File: config.mk
export PLATFORM = sky130hd
export DESIGN_NAME = wheel_speed_pi_controller_core_flat
export DESIGN_NICKNAME = d
export VERILOG_FILES = /design/src/sv/wsp_pkg.sv /design/src/sv/wsp_if.sv /design/src/sv/wsp_divider.sv /design/src/sv/wsp_datapath.sv /design/src/sv/wsp_ctrl.sv /design/src/sv/wheel_speed_pi_controller_core.sv /design/src/flat_wrapper.sv
export SDC_FILE = /design/constraint.sdc
export NUM_CORES = 2
export LEC_CHECK = 0
export BUFFER_PORTS_ARGS = -buffer_cell sky130_fd_sc_hd__buf_2
export CELL_PAD_IN_SITES_DETAIL_PLACEMENT = 1
export CELL_PAD_IN_SITES_GLOBAL_PLACEMENT = 2
export CORE_ASPECT_RATIO = 1.4
export CORE_MARGIN = 3
export CORE_UTILIZATION = 41
export CTS_CLUSTER_SIZE = 40
export DETAILED_ROUTE_END_ITERATION = 10
export GPL_ROUTABILITY_DRIVEN = 0
export PLACE_DENSITY_LB_ADDON = 0.1
export SYNTH_ARGS = -nofsm -noshare
export SYNTH_HDL_FRONTEND = slang
export SYNTH_SLANG_ARGS = --single-unit
File: constraint.sdc
create_clock -name clk_i -period 11.4 [get_ports clk_i]
set_input_delay 1.14 -clock clk_i [delete_from_list [all_inputs] [get_ports clk_i]]
set_output_delay 1.14 -clock clk_i [all_outputs]
set_load 0.1 [all_outputs]
File: src/sv/wsp_pkg.sv
// ----------------------------------------------------------------------------
// wsp_pkg
// Shared types, register indexes and datapath operation codes for the wheel
// speed PI controller.
// ----------------------------------------------------------------------------
package wsp_pkg;

  localparam int PwmMaxDef      = 1000;
  localparam int PwmPeriodDef   = 1000;
  localparam int FilterShiftDef = 2;
  localparam int PeriodMsDef    = 10;
  localparam int InvertDirDef   = 0;

  localparam int CfgIdxW  = 8;
  localparam int CfgDataW = 32;

  localparam logic [CfgIdxW-1:0] CFG_KP_GAIN        = 8'd0;
  localparam logic [CfgIdxW-1:0] CFG_KI_GAIN        = 8'd1;
  localparam logic [CfgIdxW-1:0] CFG_GAIN_DIVISOR   = 8'd2;
  localparam logic [CfgIdxW-1:0] CFG_INTEGRAL_LIMIT = 8'd3;
  localparam logic [CfgIdxW-1:0] CFG_BASE_PWM       = 8'd4;
  localparam logic [CfgIdxW-1:0] CFG_PWM_PER_SPEED  = 8'd5;
  localparam logic [CfgIdxW-1:0] CFG_MIN_PWM        = 8'd6;
  localparam logic [CfgIdxW-1:0] CFG_SLEW_STEP      = 8'd7;

  typedef enum logic [3:0] {
    OP_NONE,
    OP_LOAD,
    OP_MUL_SPD,
    OP_DIV_SPD,
    OP_FILTER,
    OP_MUL_KI,
    OP_INTEG,
    OP_MUL_FF,
    OP_ADD_FF,
    OP_MUL_KP,
    OP_DIV_KP,
    OP_DIV_INT,
    OP_ACC_DIV,
    OP_FINISH,
    OP_PUBLISH
  } op_e;

  typedef struct packed {
    op_e op;
  } dp_cmd_t;

  typedef struct packed {
    logic div_done;
    logic stop;
    logic tgt_pos;
  } dp_status_t;

endpackage

File: src/sv/wsp_if.sv
// ----------------------------------------------------------------------------
// wsp_in_if / wsp_out_if / wsp_cfg_if
// Valid/ready channels for update requests, results and register writes.
// ----------------------------------------------------------------------------
interface wsp_in_if;
  logic               valid;
  logic               ready;
  logic               command;
  logic signed [15:0] target_speed;
  logic signed [15:0] encoder_delta;
  logic        [15:0] elapsed_ms;

  modport source (output valid, command, target_speed, encoder_delta, elapsed_ms,
                  input ready);
  modport sink   (input valid, command, target_speed, encoder_delta, elapsed_ms,
                  output ready);
endinterface

interface wsp_out_if;
  logic               valid;
  logic               ready;
  logic        [9:0]  pwm_level;
  logic        [9:0]  bridge_forward_duty;
  logic        [9:0]  bridge_reverse_duty;
  logic signed [15:0] filtered_speed;

  modport source (output valid, pwm_level, bridge_forward_duty, bridge_reverse_duty,
                  filtered_speed, input ready);
  modport sink   (input valid, pwm_level, bridge_forward_duty, bridge_reverse_duty,
                  filtered_speed, output ready);
endinterface

interface wsp_cfg_if;
  logic                          valid;
  logic                          ready;
  logic [wsp_pkg::CfgIdxW-1:0]   index;
  logic [wsp_pkg::CfgDataW-1:0]  data;

  modport source (output valid, index, data, input ready);
  modport sink   (input valid, index, data, output ready);
endinterface

File: src/sv/wsp_divider.sv
// ----------------------------------------------------------------------------
// wsp_divider
// Radix-2 restoring divider, signed 32-bit dividend by unsigned 16-bit
// divisor, quotient truncated toward zero.
// ----------------------------------------------------------------------------
module wsp_divider (
  input  logic               clk_i,
  input  logic               rst_ni,
  input  logic               start_i,
  input  logic signed [31:0] dividend_i,
  input  logic        [15:0] divisor_i,
  output logic               done_o,
  output logic signed [32:0] quotient_o
);

  logic        busy_q;
  logic        done_q;
  logic [4:0]  cnt_q;
  logic [31:0] dvd_q;
  logic [15:0] rem_q;
  logic [15:0] dvs_q;
  logic        neg_q;

  logic [16:0] rem_sh;
  logic [16:0] trial;

  assign rem_sh = {rem_q, dvd_q[31]};
  assign trial  = rem_sh - {1'b0, dvs_q};

  always_ff @(posedge clk_i or negedge rst_ni) begin
    if (!rst_ni) begin
      busy_q <= 1'b0;
      done_q <= 1'b0;
      cnt_q  <= '0;
      dvd_q  <= '0;
      rem_q  <= '0;
      dvs_q  <= '0;
      neg_q  <= 1'b0;
    end else begin
      done_q <= 1'b0;
      if (start_i) begin
        busy_q <= 1'b1;
        cnt_q  <= '0;
        dvd_q  <= dividend_i[31] ? 32'(-dividend_i) : 32'(dividend_i);
        rem_q  <= '0;
        dvs_q  <= divisor_i;
        neg_q  <= dividend_i[31];
      end else if (busy_q) begin
        // quotient bits shift in behind the dividend bits
        if (!trial[16]) begin
          rem_q <= trial[15:0];
          dvd_q <= {dvd_q[30:0], 1'b1};
        end else begin
          rem_q <= rem_sh[15:0];
          dvd_q <= {dvd_q[30:0], 1'b0};
        end
        cnt_q <= cnt_q + 5'd1;
        if (cnt_q == 5'd31) begin
          busy_q <= 1'b0;
          done_q <= 1'b1;
        end
      end
    end
  end

  assign done_o     = done_q;
  assign quotient_o = neg_q ? -$signed({1'b0, dvd_q}) : $signed({1'b0, dvd_q});

endmodule

File: src/sv/wsp_datapath.sv
// ----------------------------------------------------------------------------
// wsp_datapath
// Registers, shared multiplier, divider and result registers of the speed
// loop, stepped one operation per cycle by the controller outside divider/output waits.
// ----------------------------------------------------------------------------
module wsp_datapath #(
  parameter int PWM_MAX      = wsp_pkg::PwmMaxDef,
  parameter int PWM_PERIOD   = wsp_pkg::PwmPeriodDef,
  parameter int FILTER_SHIFT = wsp_pkg::FilterShiftDef,
  parameter int PERIOD_MS    = wsp_pkg::PeriodMsDef,
  parameter int INVERT_DIR   = wsp_pkg::InvertDirDef
) (
  input  logic                          clk_i,
  input  logic                          rst_ni,
  input  wsp_pkg::dp_cmd_t              cmd_i,
  output wsp_pkg::dp_status_t           status_o,
  input  logic                          in_command_i,
  input  logic signed [15:0]            in_target_i,
  input  logic signed [15:0]            in_delta_i,
  input  logic        [15:0]            in_elapsed_i,
  input  logic                          cfg_we_i,
  input  logic [wsp_pkg::CfgIdxW-1:0]   cfg_index_i,
  input  logic [wsp_pkg::CfgDataW-1:0]  cfg_data_i,
  output logic        [9:0]             pwm_level_o,
  output logic        [9:0]             fwd_duty_o,
  output logic        [9:0]             rev_duty_o,
  output logic signed [15:0]            filt_speed_o
);

  // configuration
  logic        [14:0] kp_q, ki_q;
  logic        [15:0] gdiv_q;
  logic        [30:0] lim_q;
  logic signed [15:0] base_q;
  logic        [9:0]  pps_q, minp_q, slew_q;

  // captured request
  logic               stop_q;
  logic signed [15:0] tgt_q, delta_q;
  logic        [15:0] elap_q;

  // loop state and working registers
  logic signed [31:0] integ_q;
  logic signed [15:0] filt_q;
  logic        [9:0]  pwm_q;
  logic signed [34:0] prod_q;
  logic signed [17:0] err_q;
  logic signed [35:0] acc_q;
  logic signed [15:0] res_filt_q;

  // results
  logic        [9:0]  pwm_out_q, fwd_q, rev_q;
  logic signed [15:0] filt_out_q;

  // multiplier operands
  logic signed [17:0] mul_a;
  logic signed [16:0] mul_b;

  always_comb begin
    unique case (cmd_i.op)
      wsp_pkg::OP_MUL_SPD: begin
        mul_a = 18'(delta_q);
        mul_b = 17'(PERIOD_MS);
      end
      wsp_pkg::OP_MUL_KI: begin
        mul_a = err_q;
        mul_b = $signed({2'b00, ki_q});
      end
      wsp_pkg::OP_MUL_KP: begin
        mul_a = err_q;
        mul_b = $signed({2'b00, kp_q});
      end
      default: begin
        mul_a = 18'(tgt_q);
        mul_b = $signed({7'b0, pps_q});
      end
    endcase
  end

  // divider
  logic               div_start;
  logic signed [31:0] div_dvd;
  logic        [15:0] div_dvs;
  logic               div_done;
  logic signed [32:0] div_quo;

  always_comb begin
    div_start = 1'b0;
    div_dvd   = integ_q;
    div_dvs   = (gdiv_q == 16'd0) ? 16'd1 : gdiv_q;
    unique case (cmd_i.op)
      wsp_pkg::OP_DIV_SPD: begin
        div_start = 1'b1;
        div_dvd   = prod_q[31:0];
        div_dvs   = (elap_q == 16'd0) ? 16'd1 : elap_q;
      end
      wsp_pkg::OP_DIV_KP: begin
        div_start = 1'b1;
        div_dvd   = prod_q[31:0];
      end
      wsp_pkg::OP_DIV_INT: begin
        div_start = 1'b1;
      end
      default: ;
    endcase
  end

  wsp_divider u_div (
    .clk_i      (clk_i),
    .rst_ni     (rst_ni),
    .start_i    (div_start),
    .dividend_i (div_dvd),
    .divisor_i  (div_dvs),
    .done_o     (div_done),
    .quotient_o (div_quo)
  );

  // filter step
  localparam logic signed [17:0] FiltBias = 18'((1 << FILTER_SHIFT) - 1);

  logic signed [15:0] raw;
  logic signed [17:0] diff;
  logic signed [17:0] fstep;
  logic signed [15:0] filt_new;

  always_comb begin
    if (div_quo > 33'sd32767) begin
      raw = 16'sh7fff;
    end else if (div_quo < -33'sd32768) begin
      raw = -16'sh8000;
    end else begin
      raw = div_quo[15:0];
    end
    diff  = 18'(raw) - 18'(filt_q);
    // arithmetic shift rounds down; bias negatives to truncate toward zero
    fstep = diff[17] ? ((diff + FiltBias) >>> FILTER_SHIFT) : (diff >>> FILTER_SHIFT);
    filt_new = 16'(18'(filt_q) + fstep);
  end

  // integral clamp
  logic signed [35:0] iacc;
  logic signed [35:0] ilim;

  assign iacc = 36'(integ_q) + 36'(prod_q);
  assign ilim = $signed({5'b0, lim_q});

  // output clamp, minimum and slew
  logic        [9:0]  out_c, out_m, out_s, minp, duty;
  logic        [10:0] hi;
  logic signed [11:0] lo;

  always_comb begin
    if (acc_q < 36'sd0) begin
      out_c = '0;
    end else if (acc_q > 36'(PWM_MAX)) begin
      out_c = 10'(PWM_MAX);
    end else begin
      out_c = acc_q[9:0];
    end
    minp  = ({22'b0, minp_q} > 32'(PWM_MAX)) ? 10'(PWM_MAX) : minp_q;
    out_m = (out_c != 10'd0 && out_c < minp) ? minp : out_c;
    hi    = {1'b0, pwm_q} + {1'b0, slew_q};
    lo    = $signed({2'b00, pwm_q}) - $signed({2'b00, slew_q});
    if ({1'b0, out_m} > hi) begin
      out_s = hi[9:0];
    end else if ($signed({2'b00, out_m}) < lo) begin
      out_s = lo[9:0];
    end else begin
      out_s = out_m;
    end
    duty = ({22'b0, pwm_q} > 32'(PWM_PERIOD)) ? 10'(PWM_PERIOD) : pwm_q;
  end

  always_ff @(posedge clk_i or negedge rst_ni) begin
    if (!rst_ni) begin
      kp_q       <= '0;
      ki_q       <= '0;
      gdiv_q     <= 16'd1;
      lim_q      <= '0;
      base_q     <= '0;
      pps_q      <= '0;
      minp_q     <= '0;
      slew_q     <= 10'd1;
      stop_q     <= 1'b0;
      tgt_q      <= '0;
      delta_q    <= '0;
      elap_q     <= '0;
      integ_q    <= '0;
      filt_q     <= '0;
      pwm_q      <= '0;
      prod_q     <= '0;
      err_q      <= '0;
      acc_q      <= '0;
      res_filt_q <= '0;
      pwm_out_q  <= '0;
      fwd_q      <= '0;
      rev_q      <= '0;
      filt_out_q <= '0;
    end else begin
      if (cfg_we_i) begin
        unique case (cfg_index_i)
          wsp_pkg::CFG_KP_GAIN:        kp_q   <= cfg_data_i[14:0];
          wsp_pkg::CFG_KI_GAIN:        ki_q   <= cfg_data_i[14:0];
          wsp_pkg::CFG_GAIN_DIVISOR:   gdiv_q <= cfg_data_i[15:0];
          wsp_pkg::CFG_INTEGRAL_LIMIT: lim_q  <= cfg_data_i[30:0];
          wsp_pkg::CFG_BASE_PWM:       base_q <= cfg_data_i[15:0];
          wsp_pkg::CFG_PWM_PER_SPEED:  pps_q  <= cfg_data_i[9:0];
          wsp_pkg::CFG_MIN_PWM:        minp_q <= cfg_data_i[9:0];
          wsp_pkg::CFG_SLEW_STEP:      slew_q <= cfg_data_i[9:0];
          default: ;
        endcase
      end
      unique case (cmd_i.op)
        wsp_pkg::OP_LOAD: begin
          stop_q  <= in_command_i;
          tgt_q   <= in_target_i;
          delta_q <= in_delta_i;
          elap_q  <= in_elapsed_i;
          acc_q   <= 36'(base_q);
          if (in_command_i) begin
            integ_q    <= '0;
            filt_q     <= '0;
            pwm_q      <= '0;
            res_filt_q <= '0;
          end
        end
        wsp_pkg::OP_MUL_SPD,
        wsp_pkg::OP_MUL_KI,
        wsp_pkg::OP_MUL_FF,
        wsp_pkg::OP_MUL_KP: begin
          prod_q <= 35'(mul_a * mul_b);
        end
        wsp_pkg::OP_FILTER: begin
          res_filt_q <= filt_new;
          err_q      <= 18'(tgt_q) - 18'(filt_new);
          if (tgt_q > 16'sd0) begin
            filt_q <= filt_new;
          end else begin
            integ_q <= '0;
            filt_q  <= '0;
            pwm_q   <= '0;
          end
        end
        wsp_pkg::OP_INTEG: begin
          if (iacc > ilim) begin
            integ_q <= ilim[31:0];
          end else if (iacc < -ilim) begin
            integ_q <= 32'(-ilim);
          end else begin
            integ_q <= iacc[31:0];
          end
        end
        wsp_pkg::OP_ADD_FF:  acc_q <= acc_q + 36'(prod_q);
        wsp_pkg::OP_ACC_DIV: acc_q <= acc_q + 36'(div_quo);
        wsp_pkg::OP_FINISH:  pwm_q <= out_s;
        wsp_pkg::OP_PUBLISH: begin
          pwm_out_q  <= pwm_q;
          fwd_q      <= (INVERT_DIR == 0) ? duty : 10'd0;
          rev_q      <= (INVERT_DIR == 0) ? 10'd0 : duty;
          filt_out_q <= res_filt_q;
        end
        default: ;
      endcase
    end
  end

  assign status_o.div_done = div_done;
  assign status_o.stop     = stop_q;
  assign status_o.tgt_pos  = (tgt_q > 16'sd0);

  assign pwm_level_o  = pwm_out_q;
  assign fwd_duty_o   = fwd_q;
  assign rev_duty_o   = rev_q;
  assign filt_speed_o = filt_out_q;

endmodule

File: src/sv/wsp_ctrl.sv
// ----------------------------------------------------------------------------
// wsp_ctrl
// Sequencer: walks the datapath through one update and owns the handshakes.
// ----------------------------------------------------------------------------
module wsp_ctrl (
  input  logic                clk_i,
  input  logic                rst_ni,
  input  logic                in_valid_i,
  output logic                in_ready_o,
  output logic                out_valid_o,
  input  logic                out_ready_i,
  input  wsp_pkg::dp_status_t status_i,
  output wsp_pkg::dp_cmd_t    cmd_o
);

  typedef enum logic [4:0] {
    S_IDLE, S_MUL_SPD, S_DIV_SPD, S_WAIT_SPD, S_FILT, S_MUL_KI, S_INTEG,
    S_MUL_FF, S_ADD_FF, S_MUL_KP, S_DIV_KP, S_WAIT_KP, S_ACC_KP,
    S_DIV_INT, S_WAIT_INT, S_ACC_INT, S_FINISH, S_PUBLISH
  } state_e;

  state_e state_q;
  logic   out_valid_q;
  logic   slot_free;

  assign slot_free = !out_valid_q || out_ready_i;

  always_comb begin
    cmd_o.op = wsp_pkg::OP_NONE;
    unique case (state_q)
      S_IDLE:     if (in_valid_i) cmd_o.op = wsp_pkg::OP_LOAD;
      S_MUL_SPD:  if (!status_i.stop) cmd_o.op = wsp_pkg::OP_MUL_SPD;
      S_DIV_SPD:  cmd_o.op = wsp_pkg::OP_DIV_SPD;
      S_FILT:     cmd_o.op = wsp_pkg::OP_FILTER;
      S_MUL_KI:   cmd_o.op = wsp_pkg::OP_MUL_KI;
      S_INTEG:    cmd_o.op = wsp_pkg::OP_INTEG;
      S_MUL_FF:   cmd_o.op = wsp_pkg::OP_MUL_FF;
      S_ADD_FF:   cmd_o.op = wsp_pkg::OP_ADD_FF;
      S_MUL_KP:   cmd_o.op = wsp_pkg::OP_MUL_KP;
      S_DIV_KP:   cmd_o.op = wsp_pkg::OP_DIV_KP;
      S_ACC_KP:   cmd_o.op = wsp_pkg::OP_ACC_DIV;
      S_DIV_INT:  cmd_o.op = wsp_pkg::OP_DIV_INT;
      S_ACC_INT:  cmd_o.op = wsp_pkg::OP_ACC_DIV;
      S_FINISH:   cmd_o.op = wsp_pkg::OP_FINISH;
      S_PUBLISH:  if (slot_free) cmd_o.op = wsp_pkg::OP_PUBLISH;
      default: ;
    endcase
  end

  always_ff @(posedge clk_i or negedge rst_ni) begin
    if (!rst_ni) begin
      state_q     <= S_IDLE;
      out_valid_q <= 1'b0;
    end else begin
      if (state_q == S_PUBLISH && slot_free) begin
        out_valid_q <= 1'b1;
      end else if (out_ready_i) begin
        out_valid_q <= 1'b0;
      end
      unique case (state_q)
        S_IDLE:     if (in_valid_i) state_q <= S_MUL_SPD;
        S_MUL_SPD:  state_q <= status_i.stop ? S_PUBLISH : S_DIV_SPD;
        S_DIV_SPD:  state_q <= S_WAIT_SPD;
        S_WAIT_SPD: if (status_i.div_done) state_q <= S_FILT;
        S_FILT:     state_q <= status_i.tgt_pos ? S_MUL_KI : S_PUBLISH;
        S_MUL_KI:   state_q <= S_INTEG;
        S_INTEG:    state_q <= S_MUL_FF;
        S_MUL_FF:   state_q <= S_ADD_FF;
        S_ADD_FF:   state_q <= S_MUL_KP;
        S_MUL_KP:   state_q <= S_DIV_KP;
        S_DIV_KP:   state_q <= S_WAIT_KP;
        S_WAIT_KP:  if (status_i.div_done) state_q <= S_ACC_KP;
        S_ACC_KP:   state_q <= S_DIV_INT;
        S_DIV_INT:  state_q <= S_WAIT_INT;
        S_WAIT_INT: if (status_i.div_done) state_q <= S_ACC_INT;
        S_ACC_INT:  state_q <= S_FINISH;
        S_FINISH:   state_q <= S_PUBLISH;
        S_PUBLISH:  if (slot_free) state_q <= S_IDLE;
        default:    state_q <= S_IDLE;
      endcase
    end
  end

  assign in_ready_o  = (state_q == S_IDLE);
  assign out_valid_o = out_valid_q;

endmodule

File: src/sv/wheel_speed_pi_controller_core.sv
// ----------------------------------------------------------------------------
// wheel_speed_pi_controller_core
// Per-wheel PI speed loop with feedforward, minimum duty and slew limit.
// ----------------------------------------------------------------------------
// One request at a time. The next request can be accepted in the cycle after
// the result is published. The speed, proportional and integral terms share
// one radix-2 divider, and all products share one multiplier. A finished
// result waits in the output register while the next request is accepted.
// Register writes are always ready.
module wheel_speed_pi_controller_core #(
  parameter int PWM_MAX      = wsp_pkg::PwmMaxDef,
  parameter int PWM_PERIOD   = wsp_pkg::PwmPeriodDef,
  parameter int FILTER_SHIFT = wsp_pkg::FilterShiftDef,
  parameter int PERIOD_MS    = wsp_pkg::PeriodMsDef,
  parameter int INVERT_DIR   = wsp_pkg::InvertDirDef
) (
  input  logic       clk_i,
  input  logic       rst_ni,
  wsp_in_if.sink     in_ch_i,
  wsp_out_if.source  out_ch_o,
  wsp_cfg_if.sink    cfg_i
);

  wsp_pkg::dp_cmd_t    cmd;
  wsp_pkg::dp_status_t status;

  assign cfg_i.ready = 1'b1;

  wsp_ctrl u_ctrl (
    .clk_i       (clk_i),
    .rst_ni      (rst_ni),
    .in_valid_i  (in_ch_i.valid),
    .in_ready_o  (in_ch_i.ready),
    .out_valid_o (out_ch_o.valid),
    .out_ready_i (out_ch_o.ready),
    .status_i    (status),
    .cmd_o       (cmd)
  );

  wsp_datapath #(
    .PWM_MAX      (PWM_MAX),
    .PWM_PERIOD   (PWM_PERIOD),
    .FILTER_SHIFT (FILTER_SHIFT),
    .PERIOD_MS    (PERIOD_MS),
    .INVERT_DIR   (INVERT_DIR)
  ) u_dp (
    .clk_i        (clk_i),
    .rst_ni       (rst_ni),
    .cmd_i        (cmd),
    .status_o     (status),
    .in_command_i (in_ch_i.command),
    .in_target_i  (in_ch_i.target_speed),
    .in_delta_i   (in_ch_i.encoder_delta),
    .in_elapsed_i (in_ch_i.elapsed_ms),
    .cfg_we_i     (cfg_i.valid),
    .cfg_index_i  (cfg_i.index),
    .cfg_data_i   (cfg_i.data),
    .pwm_level_o  (out_ch_o.pwm_level),
    .fwd_duty_o   (out_ch_o.bridge_forward_duty),
    .rev_duty_o   (out_ch_o.bridge_reverse_duty),
    .filt_speed_o (out_ch_o.filtered_speed)
  );

`ifndef SYNTH
  a_one_leg: assert property (@(posedge clk_i) disable iff (!rst_ni)
    out_ch_o.valid |-> (out_ch_o.bridge_forward_duty == 10'd0 ||
                        out_ch_o.bridge_reverse_duty == 10'd0))
    else $error("both bridge legs driven");

  a_pwm_range: assert property (@(posedge clk_i) disable iff (!rst_ni)
    out_ch_o.valid |-> ({22'b0, out_ch_o.pwm_level} <= 32'(PWM_MAX)))
    else $error("pwm level above maximum");

  a_busy_after_accept: assert property (@(posedge clk_i) disable iff (!rst_ni)
    (in_ch_i.valid && in_ch_i.ready) |=> !in_ch_i.ready)
    else $error("request accepted while busy");

  a_publish_slot: assert property (@(posedge clk_i) disable iff (!rst_ni)
    (cmd.op == wsp_pkg::OP_PUBLISH) |-> (!out_ch_o.valid || out_ch_o.ready))
    else $error("result overwritten before taken");
`endif

endmodule

File: src/flat_wrapper.sv
// flat-port wrapper written by rule: the top's interface ports become plain ports
module wheel_speed_pi_controller_core_flat 
#(
  parameter int PWM_MAX      = wsp_pkg::PwmMaxDef,
  parameter int PWM_PERIOD   = wsp_pkg::PwmPeriodDef,
  parameter int FILTER_SHIFT = wsp_pkg::FilterShiftDef,
  parameter int PERIOD_MS    = wsp_pkg::PeriodMsDef,
  parameter int INVERT_DIR   = wsp_pkg::InvertDirDef
)
  (clk_i, rst_ni, in_ch_i_valid, in_ch_i_command, in_ch_i_target_speed, in_ch_i_encoder_delta, in_ch_i_elapsed_ms, in_ch_i_ready, out_ch_o_valid, out_ch_o_pwm_level, out_ch_o_bridge_forward_duty, out_ch_o_bridge_reverse_duty, out_ch_o_filtered_speed, out_ch_o_ready, cfg_i_valid, cfg_i_index, cfg_i_data, cfg_i_ready);
  wsp_in_if in_ch_i_i ();
  wsp_out_if out_ch_o_i ();
  wsp_cfg_if cfg_i_i ();
  input  logic clk_i;
  input  logic rst_ni;
  input wire logic [$bits(in_ch_i_i.valid)-1:0] in_ch_i_valid;
  input wire logic [$bits(in_ch_i_i.command)-1:0] in_ch_i_command;
  input wire logic [$bits(in_ch_i_i.target_speed)-1:0] in_ch_i_target_speed;
  input wire logic [$bits(in_ch_i_i.encoder_delta)-1:0] in_ch_i_encoder_delta;
  input wire logic [$bits(in_ch_i_i.elapsed_ms)-1:0] in_ch_i_elapsed_ms;
  output wire logic [$bits(in_ch_i_i.ready)-1:0] in_ch_i_ready;
  output wire logic [$bits(out_ch_o_i.valid)-1:0] out_ch_o_valid;
  output wire logic [$bits(out_ch_o_i.pwm_level)-1:0] out_ch_o_pwm_level;
  output wire logic [$bits(out_ch_o_i.bridge_forward_duty)-1:0] out_ch_o_bridge_forward_duty;
  output wire logic [$bits(out_ch_o_i.bridge_reverse_duty)-1:0] out_ch_o_bridge_reverse_duty;
  output wire logic [$bits(out_ch_o_i.filtered_speed)-1:0] out_ch_o_filtered_speed;
  input wire logic [$bits(out_ch_o_i.ready)-1:0] out_ch_o_ready;
  input wire logic [$bits(cfg_i_i.valid)-1:0] cfg_i_valid;
  input wire logic [$bits(cfg_i_i.index)-1:0] cfg_i_index;
  input wire logic [$bits(cfg_i_i.data)-1:0] cfg_i_data;
  output wire logic [$bits(cfg_i_i.ready)-1:0] cfg_i_ready;
  assign in_ch_i_i.valid = in_ch_i_valid;
  assign in_ch_i_i.command = in_ch_i_command;
  assign in_ch_i_i.target_speed = in_ch_i_target_speed;
  assign in_ch_i_i.encoder_delta = in_ch_i_encoder_delta;
  assign in_ch_i_i.elapsed_ms = in_ch_i_elapsed_ms;
  assign in_ch_i_ready = in_ch_i_i.ready;
  assign out_ch_o_valid = out_ch_o_i.valid;
  assign out_ch_o_pwm_level = out_ch_o_i.pwm_level;
  assign out_ch_o_bridge_forward_duty = out_ch_o_i.bridge_forward_duty;
  assign out_ch_o_bridge_reverse_duty = out_ch_o_i.bridge_reverse_duty;
  assign out_ch_o_filtered_speed = out_ch_o_i.filtered_speed;
  assign out_ch_o_i.ready = out_ch_o_ready;
  assign cfg_i_i.valid = cfg_i_valid;
  assign cfg_i_i.index = cfg_i_index;
  assign cfg_i_i.data = cfg_i_data;
  assign cfg_i_ready = cfg_i_i.ready;
  wheel_speed_pi_controller_core #(.PWM_MAX(PWM_MAX), .PWM_PERIOD(PWM_PERIOD), .FILTER_SHIFT(FILTER_SHIFT), .PERIOD_MS(PERIOD_MS), .INVERT_DIR(INVERT_DIR)) u_core (.clk_i(clk_i), .rst_ni(rst_ni), .in_ch_i(in_ch_i_i), .out_ch_o(out_ch_o_i), .cfg_i(cfg_i_i));
endmodule
# Word-level counts from Yosys, hierarchy flattened
# Cells that the tools add are included.
[op_classes] mux=60 mul=1 add_sub_neg=14 n_eq_ne=46 magnitude_cmp=12 n_reduce_logical=32
[ops] operator="2-to-1 mux 32 bit" n=8
[ops] operator="2-to-1 mux 16 bit" n=11
[ops] operator="one-hot mux 36 bit (3 select lines)" n=1
[ops] operator="one-hot mux 32 bit (3 select lines)" n=1
[ops] operator="2-to-1 mux 10 bit" n=9
[ops] operator="one-hot mux 5 bit (18 select lines)" n=1
[ops] operator="one-hot mux 16 bit (2 select lines)" n=2
[ops] operator="one-hot mux 4 bit (14 select lines)" n=1
[ops] operator="2-to-1 mux 5 bit" n=9
[ops] operator="one-hot mux 15 bit (3 select lines)" n=1
[ops] operator="== test 5 x 4 -> 1 bit (second input constant)" n=8
[ops] operator="adder 32 x 35 -> 36 bit" n=1
[ops] operator="adder 36 x 33 -> 36 bit" n=1
[ops] operator="adder 36 x 35 -> 36 bit" n=1
[ops] operator="> comparator 36 x 11 -> 1 bit (second input constant)" n=1
[ops] operator="> comparator 36 x 32 -> 1 bit" n=1
[ops] operator="< comparator 36 x 1 -> 1 bit (second input constant)" n=1
[ops] operator="< comparator 36 bit" n=1
[ops] operator="negation 31 -> 36 bit" n=1
[ops] operator="one-hot mux 18 bit (2 select lines)" n=1
[ops] operator="multiplier 18 x 16 -> 34 bit" n=1
[ops] operator="subtractor 16 x 16 -> 17 bit" n=2
[ops] operator="> comparator 33 x 16 -> 1 bit (second input constant)" n=1
[ops] operator="< comparator 33 x 16 -> 1 bit (second input constant)" n=1
[ops] operator="other kinds (45)" n=99
[word_totals] reg_bits=449 out_inout_bits=49

# Longest topological paths before layout
[depth] ltp_word=11 ltp_mapped=45 mapped_depth_nobuf=43

# By module
# From an unflattened synthesis, not the netlist that was laid out.
[hier_totals] cells_unflattened=4805 area_unflattened_um2=41971.5
[by_module_without_submodules] mod="wsp_datapath" cells_per_inst=4106 seq_area_each_um2=9236.4 instances=1 area_per_inst_um2=36097.1
[by_module_without_submodules] mod="wsp_divider" cells_per_inst=617 seq_area_each_um2=1801.7 instances=1 area_per_inst_um2=5280.1
[by_module_without_submodules] mod="wsp_ctrl" cells_per_inst=80 seq_area_each_um2=150.1 instances=1 area_per_inst_um2=583.1
[by_module_without_submodules] mod="wheel_speed_pi_controller_core" cells_per_inst=2 seq_area_each_um2=0.0 instances=1 area_per_inst_um2=11.3

# Worst setup path after synthesis
# OpenSTA, ideal clock, no wires.
[synth_path] path_kind="input -> register" startpoint="input out_ch_o_ready" endpoint="register u_core.u_dp.prod_q[31]" setup_slack_ns=2.529 t_arrival_ns=8.802 cell_stages=29 required_ns=11.331 setup_time_ns=0.069 path_cell_list="nor2b_1 -> nor2_2 -> nor3_1 -> and4_1 -> clkbuf_1 -> or2_0 -> buf_2 -> nor2_2 -> a21oi_1 -> and2_1 -> clkbuf_1 -> nor2_1 -> fa_1 -> fa_1 -> inv_1 -> fa_1 -> fa_1 -> fa_1 -> inv_1 -> fa_1 -> ha_1 -> and4_1 -> nand4_1 -> a21o_1 -> and3_1 -> nor3_1 -> and3b_1 -> or4b_2 -> nand3_1"
[synth_via] elab_chain_cells=7 word_cells_on_any_way=12
[synth_rtl] element="start: declaration" line="flat_wrapper.sv:27" rtl="input wire logic [$bits(out_ch_o_i.ready)-1:0] out_ch_o_ready;"
[synth_rtl] element="logical OR 1 bit (*)" line="wsp_ctrl.sv:26" rtl="assign slot_free = !out_valid_q || out_ready_i;"
[synth_rtl] element="2-to-1 mux 4 bit (*)" line="wsp_ctrl.sv:45" rtl="S_PUBLISH: if (slot_free) cmd_o.op = wsp_pkg::OP_PUBLISH;"
[synth_rtl] element="one-hot mux 4 bit (14 select lines) (*)" line="wsp_ctrl.sv:30" rtl="unique case (state_q)"
[synth_rtl] element="== test 4 x 3 -> 1 bit / == test 4 bit (equally long branches)" line="wsp_datapath.sv:60, wsp_datapath.sv:213"
[synth_rtl] element="OR reduction 2 bit (no line)"
[synth_rtl] element="one-hot mux 18 bit (2 select lines)" line="wsp_datapath.sv:60" rtl="unique case (cmd_i.op)"
[synth_rtl] element="multiplier 18 x 16 -> 34 bit" line="wsp_datapath.sv:231" rtl="prod_q <= 35'(mul_a * mul_b);"
[synth_rtl] element="end signal: assignment" line="wsp_datapath.sv:231"
[synth_rtl] element="end: declaration" line="wsp_datapath.sv:46" rtl="logic signed [34:0] prod_q;"
# Every way passes the cells marked *; elsewhere a longest branch is shown, timed or not.
# A chain may end at the register's enable or synchronous reset.

# Worst setup path in the final report
[layout_path] startpoint="register u_core.u_dp.u_div.dvd_q[5]" endpoint="register u_core.u_dp.err_q[15]"
[layout_via] elab_chain_cells=10 word_cells_on_any_way=11
[layout_rtl] element="start: declaration" line="wsp_divider.sv:19" rtl="logic [31:0] dvd_q;"
[layout_rtl] element="start signal: assignment" line="wsp_divider.sv:44" rtl="dvd_q <= dividend_i[31] ? 32'(-dividend_i) : 32'(dividend_i);"
[layout_rtl] element="start signal: assignment" line="wsp_divider.sv:52" rtl="dvd_q <= {dvd_q[30:0], 1'b1};"
[layout_rtl] element="start signal: assignment" line="wsp_divider.sv:55" rtl="dvd_q <= {dvd_q[30:0], 1'b0};"
[layout_rtl] element="negation 32 -> 33 bit" line="wsp_divider.sv:67" rtl="assign quotient_o = neg_q ? -$signed({1'b0, dvd_q}) : $signed({1'b0, dvd_q});"
[layout_rtl] element="2-to-1 mux 33 bit (*)" line="wsp_divider.sv:67"
[layout_rtl] element="< comparator 33 x 16 -> 1 bit" line="wsp_datapath.sv:129" rtl="end else if (div_quo < -33'sd32768) begin"
[layout_rtl] element="2-to-1 mux 16 bit" line="wsp_datapath.sv:129"
[layout_rtl] element="2-to-1 mux 16 bit (*)" line="wsp_datapath.sv:127" rtl="if (div_quo > 33'sd32767) begin"
[layout_rtl] element="subtractor 16 x 16 -> 17 bit (*)" line="wsp_datapath.sv:134" rtl="diff = 18'(raw) - 18'(filt_q);"
[layout_rtl] element="adder 17 x 3 -> 18 bit" line="wsp_datapath.sv:136" rtl="fstep = diff[17] ? ((diff + FiltBias) >>> FILTER_SHIFT) : (diff >>> FILTER_SHIFT);"
[layout_rtl] element="2-to-1 mux 16 bit (*)" line="wsp_datapath.sv:136"
[layout_rtl] element="adder 16 bit (*)" line="wsp_datapath.sv:137" rtl="filt_new = 16'(18'(filt_q) + fstep);"
[layout_rtl] element="subtractor 16 x 16 -> 17 bit (*)" line="wsp_datapath.sv:235" rtl="err_q <= 18'(tgt_q) - 18'(filt_new);"
[layout_rtl] element="end signal: assignment" line="wsp_datapath.sv:235"
[layout_rtl] element="end: declaration" line="wsp_datapath.sv:47" rtl="logic signed [17:0] err_q;"
# Marks and branches as above.

==> results_dict.tcl <==
set metrics [dict create \
    critPathArrivalTime_ps 10660 \
    hold_viol 0 \
    ir_worst_vdd_v 0.000380 \
    maxCapViolCount 0 \
    fillers 11900 \
    cts_hold_buf 0 \
    async_flop_share 1.00 \
    post_cts_resized 0 \
    synth_simple_gate_area_share 0.154 \
    start_util 0.414 \
    worstSetupPathType "flip-flop to flip-flop" \
    drt_iter0_drc 1718 \
    avgSynthCellArea_um2 8.90 \
    synth_top_family_by_area "adder cells" \
    drive_gt1_frac 0.107 \
    rsz0062_at_grt "false" \
    grt_antenna_before_repair 4 \
    grt_pass1_vias 37600 \
    outcome "finished, final reports clean" \
    grtUsageMet2 0.494 \
    h-tree-depth 2 \
    crit_slowest_cell "dfrtp_1" \
    first_pass_iters 5 \
    register_area_um2 11200 \
    chipWidth_um 277 \
    clockRootBuffer "clkbuf_16" \
    numCtsBuffers 52 \
    setup-tns-final_ps 0 \
    post-route-period-util 0.887 \
    fp.dieH_um 385 \
    finalSetupViolCount 0 \
    synth-warning-count 0 \
    worstMarginPinSlew_ps 1140 \
    finalWirelength_um 139000 \
    ys.flop_type "dfrtp_1" \
    synth.most_common_cell "nand2_1" \
    rrSetupSlack_ps 1290 \
    cp-end-kind "flip-flop" \
    grt_max_degree 86 \
    start_kind "flip-flop" \
    max_stage_delay_ps 450 \
    rr_endpoint "u_core.u_dp.err_q[15]" \
    worstPathRequired_ps 11950 \
    synth_xor_area_frac 0.0540 \
    final-max-slew-violation-count 0 \
    grt_use_met3 0.0230 \
    hold_path_end "u_core.u_dp.filt_speed_o[2]" \
    wl_per_cell_um 22.7 \
    drc 0 \
    relSlewSlack 0.240 \
    grt_pass1_wl_um 219000 \
    io_buffers 130 \
    multi_input_area_um2 28400 \
    die_area_um2 107000 \
    synth_edf_count 0 \
    post_cts_buffers 0 \
    crit_top_cell "a21oi_1" \
    max_freq_mhz 98.9 \
    holdCritStartpoint "u_core.u_dp.filt_speed_o[2]" \
    yosysSeqAreaShare 0.266 \
    synth_top_area_share 0.265 \
    r2r-start "u_core.u_dp.u_div.dvd_q[5]" \
    core-area_um2 102000 \
    yosys-top-cells-count "nand2_1 (593), inv_1 (458), dfrtp_1 (445), ha_1 (330), o21ai_0 (326)" \
    clk_pin_slew_worst_paths_ps 70 \
    synth-compound-area-share 0.164 \
    overflow 0 \
    cts.sinks 447 \
    synthToLayoutAreaGrowth_pct 9.02 \
    synthTopCellsByArea "dfrtp_1 (26%), fa_1 (13%), ha_1 (9.8%)" \
    cts_buffer_depth 3 \
    grt_usage 0.261 \
    cts_tree "built" \
    hold_path_class "flip-flop to flip-flop" \
    io_pins 143 \
    whs_path_depth 2 \
    ys_ff_latch 447 \
    synthAdderAreaFrac 0.228 \
    p_leak_uw 0.0220 \
    muxShareOfSynthArea 0.0727 \
    use_met1 0.309 \
    reg2reg_depth 42 \
    synth.distinct_cells 104 \
    ant_nets 0 \
    clock_latency_ps 640 \
    via_per_inst 5.67 \
    path_max_fanout 16 \
    syn_area_um2 42100 \
    rows 138 \
    synth_top_cell_by_area "dfrtp_1" \
    layout_min_cycle_time_ps 10110 \
    nets 5474 \
    power_density_nw_per_um2 342 \
    vias 34900 \
    syn_inst 4727 \
    hold_slack_ps 465 \
    dpl.hpwl_um 111000 \
    grt-busiest-layer "met2" \
    fin_skew_ps 32.7 \
]
-- worst max-delay path by stage --
stage                                     start                endpoint  slack (ps)  cells after the start
finish               u_core.u_dp.u_div.dvd_q[5]   u_core.u_dp.err_q[15]        1290                     42
global route         u_core.u_dp.u_div.dvd_q[5]   u_core.u_dp.err_q[15]         480                     39
CTS                  u_core.u_dp.u_div.dvd_q[5]   u_core.u_dp.err_q[15]        1260                     42
detailed placement  u_core.u_dp.u_div.dvd_q[18]   u_core.u_dp.err_q[15]        1330                     40
global placement     u_core.u_dp.u_div.dvd_q[5]   u_core.u_dp.err_q[15]        1400                     42
floorplan                        out_ch_o_ready  u_core.u_dp.prod_q[31]        2530                     29
-- cell families (layout without fill, tap and decap cells) --
group	Yosys count	after routing
and+or+nand+nor	1413	1413
AOI/OAI and AO/OA	1059	1059
buffers and inverters	660	744
adders and majority gates	603	603
DFF	447	447
muxes	285	285
xor gates and xnor gates	258	258
other	2	13
-- report_power, final --
part           leakage [uW]  switching (uW)  internal [uW]  total [uW]
registers           0.00571             644           2070        2720
clock network      0.000873             755           1000        1760
logic                0.0155            7040           4170       11200
total                0.0220            8440           7240       15700
-- worst max-delay path: cells and delay by family (launching register included) --
| family | cells | cell delay [ps] |
|---|---|---|
| flip-flops | 1 | 450 |
| adder cells (fa/ha/maj) | 5 | 1630 |
| XOR/XNOR | 4 | 690 |
| AND/OR/NAND/NOR | 12 | 2930 |
| buffers and inverters | 3 | 510 |
| AO/OA/AOI/OAI | 18 | 3790 |
-- state kept, by name, summed over array words and instances (netlist names), 17 cells and up --
| register | count |
|---|---|
| u_core.u_dp.acc_q | 36 |
| u_core.u_dp.lim_q | 31 |
| u_core.u_dp.err_q | 17 |
| u_core.u_dp.integ_q | 32 |
| u_core.u_dp.prod_q | 34 |
| u_core.u_dp.u_div.dvd_q | 32 |
-- layout make-up --
cell class,count,share of cell area
flip-flops and latches,447,0.244
inverters,460,0.0376
multi-input cells,3629,0.620
clock buffers,68,0.0321
repair buffers,189,0.0241
well taps,1330,0.0363
clock inverters,27,0.00617
diodes,2,0.000109
-- cell usage in the layout, fill, tap and decap left out, types with 13 or more instances in the layout --
master,n
dfrtp_1,444
nor2_1,322
fa_1,271
a21o_1,92
o21ai_0,326
or4_1,22
nor4_1,34
a31oi_1,22
nor3_1,88
buf_4,59
nor2b_1,36
or3_1,19
and2_1,41
a32oi_1,13
and3_1,36
buf_2,129
o211ai_1,23
a22oi_1,31
a211o_1,16
nand3_1,75
clkinv_2,15
xor2_1,120
xnor2_1,137
o31ai_1,24
mux2_2,160
mux2i_1,124
o22ai_1,13
clkbuf_16,52
a211oi_1,38
inv_1,458
ha_1,330
nand4_1,37
o21a_1,30
a21boi_0,14
a22o_1,35
o21bai_1,22
nand2b_1,42
a21oi_1,231
nand2_1,592
or2_2,13
-- through the flow --
step,power (uW),area [um^2],cells,utilization,setup slack [ps]
final,15700,45900,6152,0.452,1290
after global routing,17200,45900,6151,0.452,478
after CTS,15800,45900,6150,0.452,1260
after detailed placement,14000,44100,6055,0.434,1330
after global placement,13800,44100,6055,0.434,1400
after floorplan,10600,42100,4736,-,2530
-- routing by layer --
metal | wire length [um] | vias up
met2 | 74000 | 505
met1 | 56800 | 17800
met5 | 33 | -
met4 | 4870 | 4
met3 | 3680 | 190
li1 | - | 16400
(Power assumes the default switching activity.)
